<file path="src/rtl/sdt_pkg.sv">
`default_nettype none

package sdt_pkg;

  localparam int MAX_DELIM_DEF = 8;
  localparam int POS_BITS_DEF  = 16;

  localparam int CHAR_W    = 8;
  localparam int OUT_W     = 16;
  localparam int DELIM_W   = 64;
  localparam int LEN_W     = 4;
  localparam int CFG_IDX_W = 1;

  localparam logic [CHAR_W-1:0] SPACE_CHAR = 8'h20;
  localparam logic [CHAR_W-1:0] END_CHAR   = 8'h00;
  localparam logic [LEN_W-1:0]  LEN_RESET  = 4'd1;

  typedef enum logic [CFG_IDX_W-1:0] {
    REG_DELIM_BYTES = 1'b0,
    REG_DELIM_LEN   = 1'b1
  } cfg_reg_t;

  // input register contents
  typedef struct packed {
    logic              valid;
    logic [CHAR_W-1:0] ch;
  } stage_t;

  // one result word headed for the output register
  typedef struct packed {
    logic             valid;
    logic [OUT_W-1:0] start;
    logic [OUT_W-1:0] length;
    logic             last;
  } res_t;

endpackage

`default_nettype wire

</file>
<file path="src/rtl/sdt_in_stage.sv">
`default_nettype none

module sdt_in_stage (
  input  wire logic                      clk,
  input  wire logic                      rst_n,
  input  wire logic                      in_valid,
  input  wire logic [sdt_pkg::CHAR_W-1:0] in_char_in,
  input  wire logic                      advance,
  output logic                           in_stall,
  output sdt_pkg::stage_t                s1
);

  logic                       valid_r, valid_nxt;
  logic [sdt_pkg::CHAR_W-1:0] ch_r, ch_nxt;
  logic                       in_fire;

  // stall only when holding a word the core cannot take this cycle
  assign in_stall  = valid_r && !advance;
  assign in_fire   = in_valid && !in_stall;
  assign valid_nxt = in_fire || (valid_r && !advance);
  assign ch_nxt    = in_fire ? in_char_in : ch_r;

  always_ff @(posedge clk) begin
    if (!rst_n) begin
      valid_r <= 1'b0;
    end else begin
      valid_r <= valid_nxt;
    end
  end

  always_ff @(posedge clk) begin
    ch_r <= ch_nxt;
  end

  assign s1.valid = valid_r;
  assign s1.ch    = ch_r;

endmodule

`default_nettype wire

</file>
<file path="src/rtl/sdt_core.sv">
`default_nettype none

module sdt_core #(
  parameter int MAX_DELIM = sdt_pkg::MAX_DELIM_DEF,
  parameter int POS_BITS  = sdt_pkg::POS_BITS_DEF
) (
  input  wire logic                          clk,
  input  wire logic                          rst_n,
  input  wire logic                          cfg_we,
  input  wire logic [sdt_pkg::CFG_IDX_W-1:0] cfg_index,
  input  wire logic [sdt_pkg::DELIM_W-1:0]   cfg_wdata,
  input  wire sdt_pkg::stage_t               s1,
  input  wire logic                          advance,
  output sdt_pkg::res_t                      res
);

  localparam int WIN_W  = MAX_DELIM * sdt_pkg::CHAR_W;
  localparam int FILL_W = $clog2(MAX_DELIM + 1);
  localparam int PW     = POS_BITS + 1;
  localparam int LW     = sdt_pkg::LEN_W;
  localparam int CW     = sdt_pkg::CHAR_W;

  localparam logic [POS_BITS-1:0] POS_MAX  = {POS_BITS{1'b1}};
  localparam logic [LW-1:0]       LEN_CAP  = LW'(MAX_DELIM);
  localparam logic [FILL_W-1:0]   FILL_CAP = FILL_W'(MAX_DELIM);

  // configuration
  logic [WIN_W-1:0] delim_r, delim_nxt;
  logic [LW-1:0]    dlen_r, dlen_nxt;

  // segment state
  logic [WIN_W-1:0]    win_r, win_nxt;
  logic [POS_BITS-1:0] pos_r, pos_nxt;
  logic [FILL_W-1:0]   fill_r, fill_nxt;
  logic [POS_BITS-1:0] fnp_r, fnp_nxt;
  logic                seen_r, seen_nxt;

  logic                fire, is_end, non_space, matched, match_sel;
  logic [LW-1:0]       n_eff;
  logic [WIN_W-1:0]    win_sh;
  logic [FILL_W-1:0]   fill_inc;
  logic [POS_BITS-1:0] pos_inc, fnp_upd, tok_end, end_sel, fnp_sel, start, tlen;
  logic                seen_upd, seen_sel;
  logic [PW-1:0]       end_wide;
  logic [MAX_DELIM:1]  hit;
  logic                eq [MAX_DELIM][MAX_DELIM];

  // config write port
  always_comb begin
    delim_nxt = delim_r;
    dlen_nxt  = dlen_r;
    if (cfg_we) begin
      unique case (sdt_pkg::cfg_reg_t'(cfg_index))
        sdt_pkg::REG_DELIM_BYTES: delim_nxt = cfg_wdata[WIN_W-1:0];
        sdt_pkg::REG_DELIM_LEN:   dlen_nxt  = cfg_wdata[LW-1:0];
        default:                  delim_nxt = delim_r;
      endcase
    end
  end

  assign fire      = s1.valid && advance;
  assign is_end    = (s1.ch == sdt_pkg::END_CHAR);
  assign non_space = (s1.ch != sdt_pkg::SPACE_CHAR);
  assign n_eff     = (dlen_r > LEN_CAP) ? LEN_CAP : dlen_r;

  assign win_sh   = (win_r << CW) | WIN_W'(s1.ch);
  assign fill_inc = (fill_r == FILL_CAP) ? fill_r : fill_r + FILL_W'(1);
  assign pos_inc  = (pos_r == POS_MAX) ? pos_r : pos_r + POS_BITS'(1);
  assign seen_upd = seen_r || non_space;
  assign fnp_upd  = (!seen_r && non_space) ? pos_r : fnp_r;

  // window byte k (k = 0 newest) against delimiter byte j
  always_comb begin
    for (int k = 0; k < MAX_DELIM; k++) begin
      for (int j = 0; j < MAX_DELIM; j++) begin
        eq[k][j] = (win_sh[k*CW +: CW] == delim_r[j*CW +: CW]);
      end
    end
  end

  // per delimiter length: newest m bytes read oldest-first equal the delimiter
  always_comb begin
    for (int m = 1; m <= MAX_DELIM; m++) begin
      hit[m] = 1'b1;
      for (int j = 0; j < MAX_DELIM; j++) begin
        if (j < m && !eq[m-1-j][j]) begin
          hit[m] = 1'b0;
        end
      end
    end
  end

  always_comb begin
    match_sel = 1'b0;
    for (int m = 1; m <= MAX_DELIM; m++) begin
      if (n_eff == LW'(m)) begin
        match_sel = hit[m];
      end
    end
  end

  assign matched = !is_end && (n_eff != '0) && (LW'(fill_inc) >= n_eff) && match_sel;

  assign end_wide = {1'b0, pos_r} + PW'(1) - PW'(n_eff);
  assign tok_end  = end_wide[POS_BITS-1:0];

  // the end byte reports from current state, a delimiter from updated state
  assign end_sel  = is_end ? pos_r  : tok_end;
  assign seen_sel = is_end ? seen_r : seen_upd;
  assign fnp_sel  = is_end ? fnp_r  : fnp_upd;
  assign start    = (seen_sel && fnp_sel < end_sel) ? fnp_sel : end_sel;
  assign tlen     = end_sel - start;

  assign res.valid  = fire && (is_end || matched);
  assign res.start  = sdt_pkg::OUT_W'(start);
  assign res.length = sdt_pkg::OUT_W'(tlen);
  assign res.last   = is_end;

  always_comb begin
    win_nxt  = win_r;
    pos_nxt  = pos_r;
    fill_nxt = fill_r;
    fnp_nxt  = fnp_r;
    seen_nxt = seen_r;
    if (fire) begin
      priority if (is_end) begin
        win_nxt  = '0;
        pos_nxt  = '0;
        fill_nxt = '0;
        fnp_nxt  = '0;
        seen_nxt = 1'b0;
      end else if (matched) begin
        win_nxt  = '0;
        pos_nxt  = pos_inc;
        fill_nxt = '0;
        fnp_nxt  = '0;
        seen_nxt = 1'b0;
      end else begin
        win_nxt  = win_sh;
        pos_nxt  = pos_inc;
        fill_nxt = fill_inc;
        fnp_nxt  = fnp_upd;
        seen_nxt = seen_upd;
      end
    end
  end

  always_ff @(posedge clk) begin
    if (!rst_n) begin
      delim_r <= '0;
      dlen_r  <= sdt_pkg::LEN_RESET;
      win_r   <= '0;
      pos_r   <= '0;
      fill_r  <= '0;
      fnp_r   <= '0;
      seen_r  <= 1'b0;
    end else begin
      delim_r <= delim_nxt;
      dlen_r  <= dlen_nxt;
      win_r   <= win_nxt;
      pos_r   <= pos_nxt;
      fill_r  <= fill_nxt;
      fnp_r   <= fnp_nxt;
      seen_r  <= seen_nxt;
    end
  end

endmodule

`default_nettype wire

</file>
<file path="src/rtl/sdt_out_stage.sv">
`default_nettype none

module sdt_out_stage (
  input  wire logic                       clk,
  input  wire logic                       rst_n,
  input  wire sdt_pkg::res_t              res,
  input  wire logic                       out_stall,
  output logic                            advance,
  output logic                            out_valid,
  output logic [sdt_pkg::OUT_W-1:0]       out_token_start,
  output logic [sdt_pkg::OUT_W-1:0]       out_token_length,
  output logic                            out_last
);

  logic                      valid_r, valid_nxt;
  logic [sdt_pkg::OUT_W-1:0] start_r, start_nxt;
  logic [sdt_pkg::OUT_W-1:0] len_r, len_nxt;
  logic                      last_r, last_nxt;
  logic                      load;

  // core may step whenever this register is empty or being drained
  assign advance   = !valid_r || !out_stall;
  assign load      = advance && res.valid;
  assign valid_nxt = advance ? res.valid : valid_r;
  assign start_nxt = load ? res.start  : start_r;
  assign len_nxt   = load ? res.length : len_r;
  assign last_nxt  = load ? res.last   : last_r;

  always_ff @(posedge clk) begin
    if (!rst_n) begin
      valid_r <= 1'b0;
    end else begin
      valid_r <= valid_nxt;
    end
  end

  always_ff @(posedge clk) begin
    start_r <= start_nxt;
    len_r   <= len_nxt;
    last_r  <= last_nxt;
  end

  assign out_valid        = valid_r;
  assign out_token_start  = start_r;
  assign out_token_length = len_r;
  assign out_last         = last_r;

endmodule

`default_nettype wire

</file>
<file path="src/rtl/string_delimiter_tokenizer.sv">
// Splits a zero-terminated byte string on a configurable delimiter of up to
// MAX_DELIM bytes and returns one word per token: offset of its first
// non-space byte, its length, and a last flag on the token closed by the
// zero byte. One byte is taken per cycle while in_stall is low; each byte
// passes the input register, then its result goes to the result register.
// Input stalls only while both the input and result registers hold words
// and the result side is stalled. Write the delimiter registers only when
// no string is in flight.
`default_nettype none

module string_delimiter_tokenizer #(
  parameter int MAX_DELIM = sdt_pkg::MAX_DELIM_DEF,
  parameter int POS_BITS  = sdt_pkg::POS_BITS_DEF
) (
  input  wire logic                          clk,
  input  wire logic                          rst_n,
  input  wire logic                          cfg_we,
  input  wire logic [sdt_pkg::CFG_IDX_W-1:0] cfg_index,
  input  wire logic [sdt_pkg::DELIM_W-1:0]   cfg_wdata,
  input  wire logic                          in_valid,
  output logic                               in_stall,
  input  wire logic [sdt_pkg::CHAR_W-1:0]    in_char_in,
  output logic                               out_valid,
  input  wire logic                          out_stall,
  output logic [sdt_pkg::OUT_W-1:0]          out_token_start,
  output logic [sdt_pkg::OUT_W-1:0]          out_token_length,
  output logic                               out_last
);

  sdt_pkg::stage_t s1;
  sdt_pkg::res_t   res;
  logic            advance;

  sdt_in_stage u_in (
    .clk        (clk),
    .rst_n      (rst_n),
    .in_valid   (in_valid),
    .in_char_in (in_char_in),
    .advance    (advance),
    .in_stall   (in_stall),
    .s1         (s1)
  );

  sdt_core #(
    .MAX_DELIM (MAX_DELIM),
    .POS_BITS  (POS_BITS)
  ) u_core (
    .clk       (clk),
    .rst_n     (rst_n),
    .cfg_we    (cfg_we),
    .cfg_index (cfg_index),
    .cfg_wdata (cfg_wdata),
    .s1        (s1),
    .advance   (advance),
    .res       (res)
  );

  sdt_out_stage u_out (
    .clk              (clk),
    .rst_n            (rst_n),
    .res              (res),
    .out_stall        (out_stall),
    .advance          (advance),
    .out_valid        (out_valid),
    .out_token_start  (out_token_start),
    .out_token_length (out_token_length),
    .out_last         (out_last)
  );

endmodule

`default_nettype wire

</file>
<file path="config.mk">
export PLATFORM = sky130hd
export DESIGN_NAME = string_delimiter_tokenizer
export DESIGN_NICKNAME = d
export VERILOG_FILES = /design/src/rtl/sdt_pkg.sv /design/src/rtl/sdt_in_stage.sv /design/src/rtl/sdt_core.sv /design/src/rtl/sdt_out_stage.sv /design/src/rtl/string_delimiter_tokenizer.sv
export SDC_FILE = /design/constraint.sdc
export NUM_CORES = 1
export LEC_CHECK = 0
export BUFFER_PORTS_ARGS = -buffer_cell sky130_fd_sc_hd__buf_4
export CORE_ASPECT_RATIO = 1.25
export CORE_UTILIZATION = 35
export DETAILED_ROUTE_END_ITERATION = 8
export PLACE_DENSITY_LB_ADDON = 0.12
export RECOVER_POWER = 50
export SYNTH_ARGS = -nofsm -noshare
export SYNTH_HDL_FRONTEND = slang
export SYNTH_HIERARCHICAL = 1
export SYNTH_SLANG_ARGS = --single-unit
</file>
<file path="constraint.sdc">
create_clock -name clk -period 8.01 [get_ports clk]
set_input_delay 0.4005 -clock clk [delete_from_list [all_inputs] [get_ports clk]]
set_output_delay 0.4005 -clock clk [all_outputs]
set_load 0.02 [all_outputs]
</file>
==> results of run 1 <==
[Yosys cell counts (3+ instances only)]
library cell    n
a21boi_0       82
a21o_1         20
a21oi_1        40
a22oi_1        71
a31oi_1         3
and2_1          6
buf_1          24
buf_2           3
buf_4           3
clkbuf_1      119
dfxtp_1       163
edfxtp_1       41
ha_1           59
inv_1          64
maj3_1          5
mux2_2          4
mux2i_1        19
nand2_1       189
nand2b_1       11
nand3_1        31
nand4_1        47
nor2_1         65
nor2b_1        77
nor3_1         15
nor4_1         49
o211ai_1        3
o21ai_0        24
o21ai_1         5
or2_2           3
or3_1           4
or4_1           3
xnor2_1       168
xor2_1        162
[final cells by class]
type | instances | share of cell area, %
clock buffer | 34 | 4.34
clock inverter | 9 | 0.439
inverter | 65 | 1.57
multi-input combinational | 1214 | 54.7
sequential | 204 | 28.7
tap | 498 | 3.98
timing repair buffer | 151 | 6.28
[path summary, 6_finish.rpt]
check / startpoint / to / slack (ns) / cells after the start
setup / recovery: u_core/dlen_r[3] / u_out/out_token_length[15] / 0.67 / 37
hold / removal: in_char_in[2] / u_in/ch_r[2] / 0.06 / 1
setup reg to reg: u_core/dlen_r[3] / u_out/out_token_length[15] / 0.67 / 37
hold reg to reg: u_core/delim_r[56] / u_core/delim_r[56] / 0.49 / 2
[state kept, by name, indices dropped and copies added (netlist names)]
name                    cells
u_core/win_r               56
u_core/fill_r               4
u_out/out_token_length     16
u_core/delim_r             64
u_out/out_last              1
u_core/seen_r               1
u_out/out_token_start      16
u_core/fnp_r               16
u_in/valid_r                1
u_core/pos_r               16
u_out/out_valid             1
u_in/ch_r                   8
u_core/dlen_r               4
[what timing repair did]
item	in CTS	in global routing
endpoints found under the setup margin	0	6
endpoints found under the hold margin	0	0
resized for setup	0	10
buffers inserted	0	4
[cells in the final DEF (no fill, tap or decap), types with 64 or more instances in the layout]
cell,netlist,routed
nand2_1,189,188
buf_4,3,103
a21boi_0,82,80
xnor2_1,168,168
xor2_1,162,162
a22oi_1,71,71
nor2b_1,77,77
dfxtp_1,163,163
nor2_1,65,64
inv_1,64,64
[worst reg2reg max path, delay by kind of cell (launching register included)]
kind / cells / cell delay, ns
AND/OR/NAND/NOR: 8 / 1.11
flip-flops: 1 / 0.33
adder cells (fa/ha/maj): 5 / 1.26
multiplexers: 1 / 0.11
AO/OA/AOI/OAI: 17 / 3.75
XOR/XNOR: 2 / 0.29
buffers and inverters: 4 / 0.26
[kinds of logic (layout without fill, tap and decap cells)]
family | after synthesis | count (layout) | synth area share, %
multiplexers | 23 | 23 | 1.70
XOR/XNOR | 330 | 330 | 20.9
AO/OA/AOI/OAI | 282 | 282 | 14.4
buffers and inverters | 214 | 259 | 5.92
flip-flops | 204 | 204 | 32.5
AND/OR/NAND/NOR | 512 | 512 | 18.5
adder cells (fa/ha/maj) | 67 | 67 | 6.07
[per-layer routing]
| metal | part of all wire [%] | up-vias |
|---|---|---|
| li1 | - | 5578 |
| met1 | 39 | 5509 |
| met2 | 50 | 317 |
| met3 | 3.9 | 144 |
| met4 | 6.8 | 0 |
| met5 | 0 | - |
[power by group]
part | internal [mW] | switching [mW]
Sequential | 1.08 | 0.0697
Combinational | 0.239 | 0.289
Clock | 0.620 | 0.439
Total | 1.94 | 0.797
[through the flow]
step	setup WS (ns)	power, mW	utilization [%]
after CTS	0.128	2.76	40.4
after global placement	0.358	1.68	38.5
final	0.668	2.74	40.1
after floorplan	0.535	1.51	-
after detailed placement	0.155	1.69	38.5
after global routing	0.00653	2.88	40.1
==> impl_results.md, run 1 <==
- CTS tree: done
- Setup_tns: 0 ns
- FFs w/ async S/R, synth: 0%
- Vias/cell: about 5.3
- Storage cell area: 4490 um2
- Failing checks: design-rule violations, max-capacitance violations, max-slew violations
- Worst VDD drop: 0.127 mV
- RePlAce Congestion: about 0.96
- RSZ-0062 raised after global routing: no
- Post-Syn Area: 13800 um2
- Critical path buffers and inverters: 4
- DRC: 5
- Pleak: ~6.4 nW
- Port buffer count: between 100 and 150
- Synth-to-layout area growth: 13.2%
- Core box area: 39000 um2
- # hold bufs at CTS: 0
- Initial Utilization: a little over a third
- Placed Area: 15000 um2
- Final period util: just over 90%
- Slowest stage cell on the critical path: o32ai_2
- Top cell type's share of synthesized area: a little under a quarter
- Num CTS Buffers: 24
- Clock Path Buffers: 3
- Run status: finished, violations left
- Fin cells: between 2000 and 2500
- WL/cell: about 22 um
- Post-synthesis register bit count: slightly above 200
- Slew @ Worst Pin: between 3 and 4 ns
- H-tree depth: 1
- Syn avg cell area: approximately 8.5 um2
- Routed wire length: roughly 47000 um
- Fin. max-slew vios: ~150
- Most area-consuming cells after synthesis: dfxtp_1 (24%), xnor2_1 (11%), xor2_1 (10%)
- Global routing usage on met2: a little over two fifths
- Antenna fix cells: 0
- Setup CP Type: flip-flop to flip-flop
- Root buf cell: clkbuf_16
- Seq/Total Area, Yosys: 32.5%
- Syn_nets: roughly 1800
- Num rows: just over 80
- FILL cells: roughly 4000
- Max-Cap Viols: 2
- Max transition margin: -150%
- Vias in the first global route: 11900
- # setup viols final: 0
- Worst hold path class: input pin to flip-flop
- GR Layer Usage met1: about a quarter
- Max incr delay on CP: ~0.43 ns
- Number of enable flip-flop cells after synthesis: between 40 and 50
- Setup crit end kind: flip-flop
- Die height: 224 um
- Post-route cell area: roughly 16000 um2
- Top_reg_cell synth: dfxtp_1
- Initial antenna violation count: 1
- CTS Sinks: around 200
- CP Launch Type: flip-flop
- Multi-input gate area: ~8600 um2
- Mapped Cells: around 1600
- Clock skew: ~0.015 ns
- Tmin final: around 7.3 ns
- Fin nets: approximately 1800
- CP max FO: 4
- Critical path arrival: about 7.6 ns
- DP Wirelength: ~35000 um
- Die Width: 180 um
- Synth area leader: dfxtp_1
- Antenna violation net count after detailed routing: 0
- Hold WS: approximately 0.061 ns
- Skew-Pair Late Insertion Delay: approximately 0.54 ns
- Global routing's busiest layer: met2
- First-pass DRT Iterations: 7
- DIE AREA: approximately 40000 um2
- Share of cells above drive strength 1: 10.2%
- Total congestion overflow: 0
- Peak Freq: approximately 140 MHz
- Synth warn: 6
- Required @ worst endpoint: 8.29 ns
- Overall routing resource usage: 23.4%
- Delay-heaviest family, CP: compound AO/OA/AOI/OAI gates
- Pwr dens: around 170 nW/um2
- First-pass GRT wire length: approximately 72000 um
- Dpl cells: between 2000 and 2500
- Synth cell types: 70
- Vias: 11500
- CTS clk-pin slew, worst paths: around 0.060 ns
- Num ports: approximately 110
- Initial DRC Count: about 490
- Met3 usage: 2.70%
- Largest net degree at the start of global routing: between 100 and 150
- Number of hold violations in the final report: 0
Note: power is estimated with default switching activity, not from simulation.
==> run 2, diff against run 1 <==
==> constraint.sdc (replaced) <==
create_clock -name clk -period 8.01 [get_ports clk]
set_input_delay 0.801 -clock clk [delete_from_list [all_inputs] [get_ports clk]]
set_output_delay 0.801 -clock clk [all_outputs]
set_load 0.02 [all_outputs]
==> impl_results.md, run 2 (synthesis results as in run 1) <==
- Die height: 224 um (unchanged)
- Tmin final: 7.34 ns (-0.000499 ns)
- DRC: 5 (unchanged)
- Die Width: 180 um (unchanged)
- Max-Cap Viols: 2 (unchanged)
- Initial DRC Count: 488 (unchanged)
- Max incr delay on CP: 0.43 ns (about the same)
- Combinational power share: 19.3% (about the same)
- First-pass GRT wire length: 71900 um (unchanged)
- CTS Sinks: 204 (unchanged)
- Peak Freq: 136 MHz (about the same)
- Largest net degree at the start of global routing: 105 (unchanged)
- Clock Path Buffers: 3 (unchanged)
- Commonest non-fill, non-tap cells in the layout: nand2_1 (188), xnor2_1 (168), dfxtp_1 (163)
- Reg power frac: 42.1% (about the same)
- Port buffer count: 112 (unchanged)
- Root buf cell: clkbuf_16
- Max reg flops: 64 (unchanged)
- Clk pwr share: 38.7% (about the same)
- CTS clk-pin slew, worst paths: 0.06 ns (about the same)
- Biggest regs: u_core/delim_r: 64 flops, u_core/win_r: 56 flops
- Pleak: 6.42 nW (about the same)
- Commonest non-fill, non-tap cell in the layout: nand2_1
- CTS tree: done
- Setup crit end kind: flip-flop
- Vias/cell: 5.31 (about the same)
- Design Power: 2.74 mW (about the same)
- Sw Ratio: 29.1% (about the same)
- RSZ-0062 raised after global routing: no
- Psw: 0.797 mW (about the same)
- Num CTS Buffers: 24 (unchanged)
- Antenna fix cells: 0 (unchanged)
- Synth-to-layout area growth: 13.2% (unchanged)
- Worst hold path class: input pin to flip-flop
- Worst VDD drop: 0.127 mV (about the same)
- H-tree depth: 1 (unchanged)
- Number of hold violations in the final report: 0 (unchanged)
- First-pass DRT Iterations: 7 (unchanged)
- DP Wirelength: 35100 um (unchanged)
- Setup_tns: 0 ns (unchanged)
- Clock skew: 0.0148 ns (+0.0000884 ns)
- CP max FO: 4 (unchanged)
- Routed wire length: 46800 um (about the same)
- DIE AREA: 40300 um2 (unchanged)
- Storage cell area: 4490 um2 (unchanged)
- # hold bufs at CTS: 0 (unchanged)
- Overall routing resource usage: 23.4% (unchanged)
- Core box area: 39000 um2 (unchanged)
- Fin nets: 1799 (unchanged)
- Share of cells above drive strength 1: 10.2% (unchanged)
- Setup CP Type: flip-flop to flip-flop
- Num rows: 81 (unchanged)
- Antenna violation net count after detailed routing: 0 (unchanged)
- Num ports: 113 (unchanged)
- Slew @ Worst Pin: 3.75 ns (-0.0000265 ns)
- Int Pwr: 1.94 mW (about the same)
- Critical path arrival: 7.62 ns (about the same)
- Vias: 11500 (-0.017%)
- Failing checks: design-rule violations, max-capacitance violations, max-slew violations
- Initial Utilization: 35.5% (unchanged)
- Required @ worst endpoint: 8.29 ns (about the same)
- Max transition margin: -150% (about the same)
- FILL cells: 4044 (unchanged)
- Final period util: 91.7% (about the same)
- Vias in the first global route: 11900 (unchanged)
- Skew-Pair Late Insertion Delay: 0.54 ns (about the same)
- Run status: finished, violations left
- WL/cell: 21.5 um (about the same)
- Pwr dens: 175 nW/um2 (about the same)
- # setup viols final: 0 (unchanged)
- Multi-input gate area: 8560 um2 (unchanged)
- CP Launch Type: flip-flop
- RePlAce Congestion: 0.958 (unchanged)
- Slowest stage cell on the critical path: o32ai_2
- Reg with most FFs: u_core/delim_r
- Fin. max-slew vios: 153 (unchanged)
- Total congestion overflow: 0 (unchanged)
- Initial antenna violation count: 1 (unchanged)
## run 2: cell types whose count changed in the layout (fill, tap and decap cells not counted), sizes merged
cell and change:
buf -1, clkbuf +1
## run 2: critical path: cells and delay by family, from the launching register on
family / cells / cell delay, ns
xor gates and xnor gates: 2 / 0.29
muxes: 1 / 0.11
AOI/OAI and AO/OA: 17 / 3.74
adders and majority gates: 5 / 1.26
buffers and inverters: 4 / 0.26
and+or+nand+nor: 8 / 1.11
DFF: 1 / 0.33
## run 2: cell type report
type	instances	share of cell area, %
multi-input cells	1214	54.7
flip-flops and latches	204	28.7
inverters	65	1.57
clock inverters	9	0.439
well taps	498	3.98
repair buffers	151	6.28
clock buffers	34	4.34
## run 2: repair_timing
item / CTS / global route
endpoints found under the setup margin: 0 / 6
resized for setup: 0 / 10
buffers inserted: 0 / 4
## run 2: stage by stage
stage	cell area (um2)	hold slack (ns)	worst slack [ns]	std cells	utilization, %
floorplan	13800	0.455	0.535	1632	-
global placement	15000	0.473	0.358	2128	38.5
detailed placement	15000	0.479	0.155	2128	38.5
CTS	15800	0.416	0.128	2171	40.4
global route	15700	0.444	0.00653	2175	40.1
finish	15700	0.462	0.669	2175	40.1
## run 2: final timing paths
check | slack (ns) | end | cells after the start | startpoint
worst min-delay path | 0.46 | u_in/ch_r[2] | 1 | in_char_in[2]
worst min register to register | 0.49 | u_core/delim_r[56] | 2 | u_core/delim_r[56]
worst max register to register | 0.67 | u_out/out_token_length[15] | 37 | u_core/dlen_r[3]
worst max-delay path | 0.67 | u_out/out_token_length[15] | 37 | u_core/dlen_r[3]
## run 2: per-layer routing
metal | up-vias | share of wire, % | global-route usage [%]
li1 | 5578 | - | -
met1 | 5505 | 39 | 25.4
met2 | 319 | 50 | 42.9
met3 | 144 | 3.9 | 2.70
met4 | 0 | 6.8 | 15.4
met5 | - | 0 | 0
## run 2: power by group through the flow
stage	Sequential [mW]	Clock, mW	Combinational, mW
finish	1.15	1.06	0.528
global route	1.15	1.14	0.586
CTS	1.15	1.10	0.516
detailed placement	1.17	0	0.514
global placement	1.17	0	0.509
floorplan	1.12	0	0.389
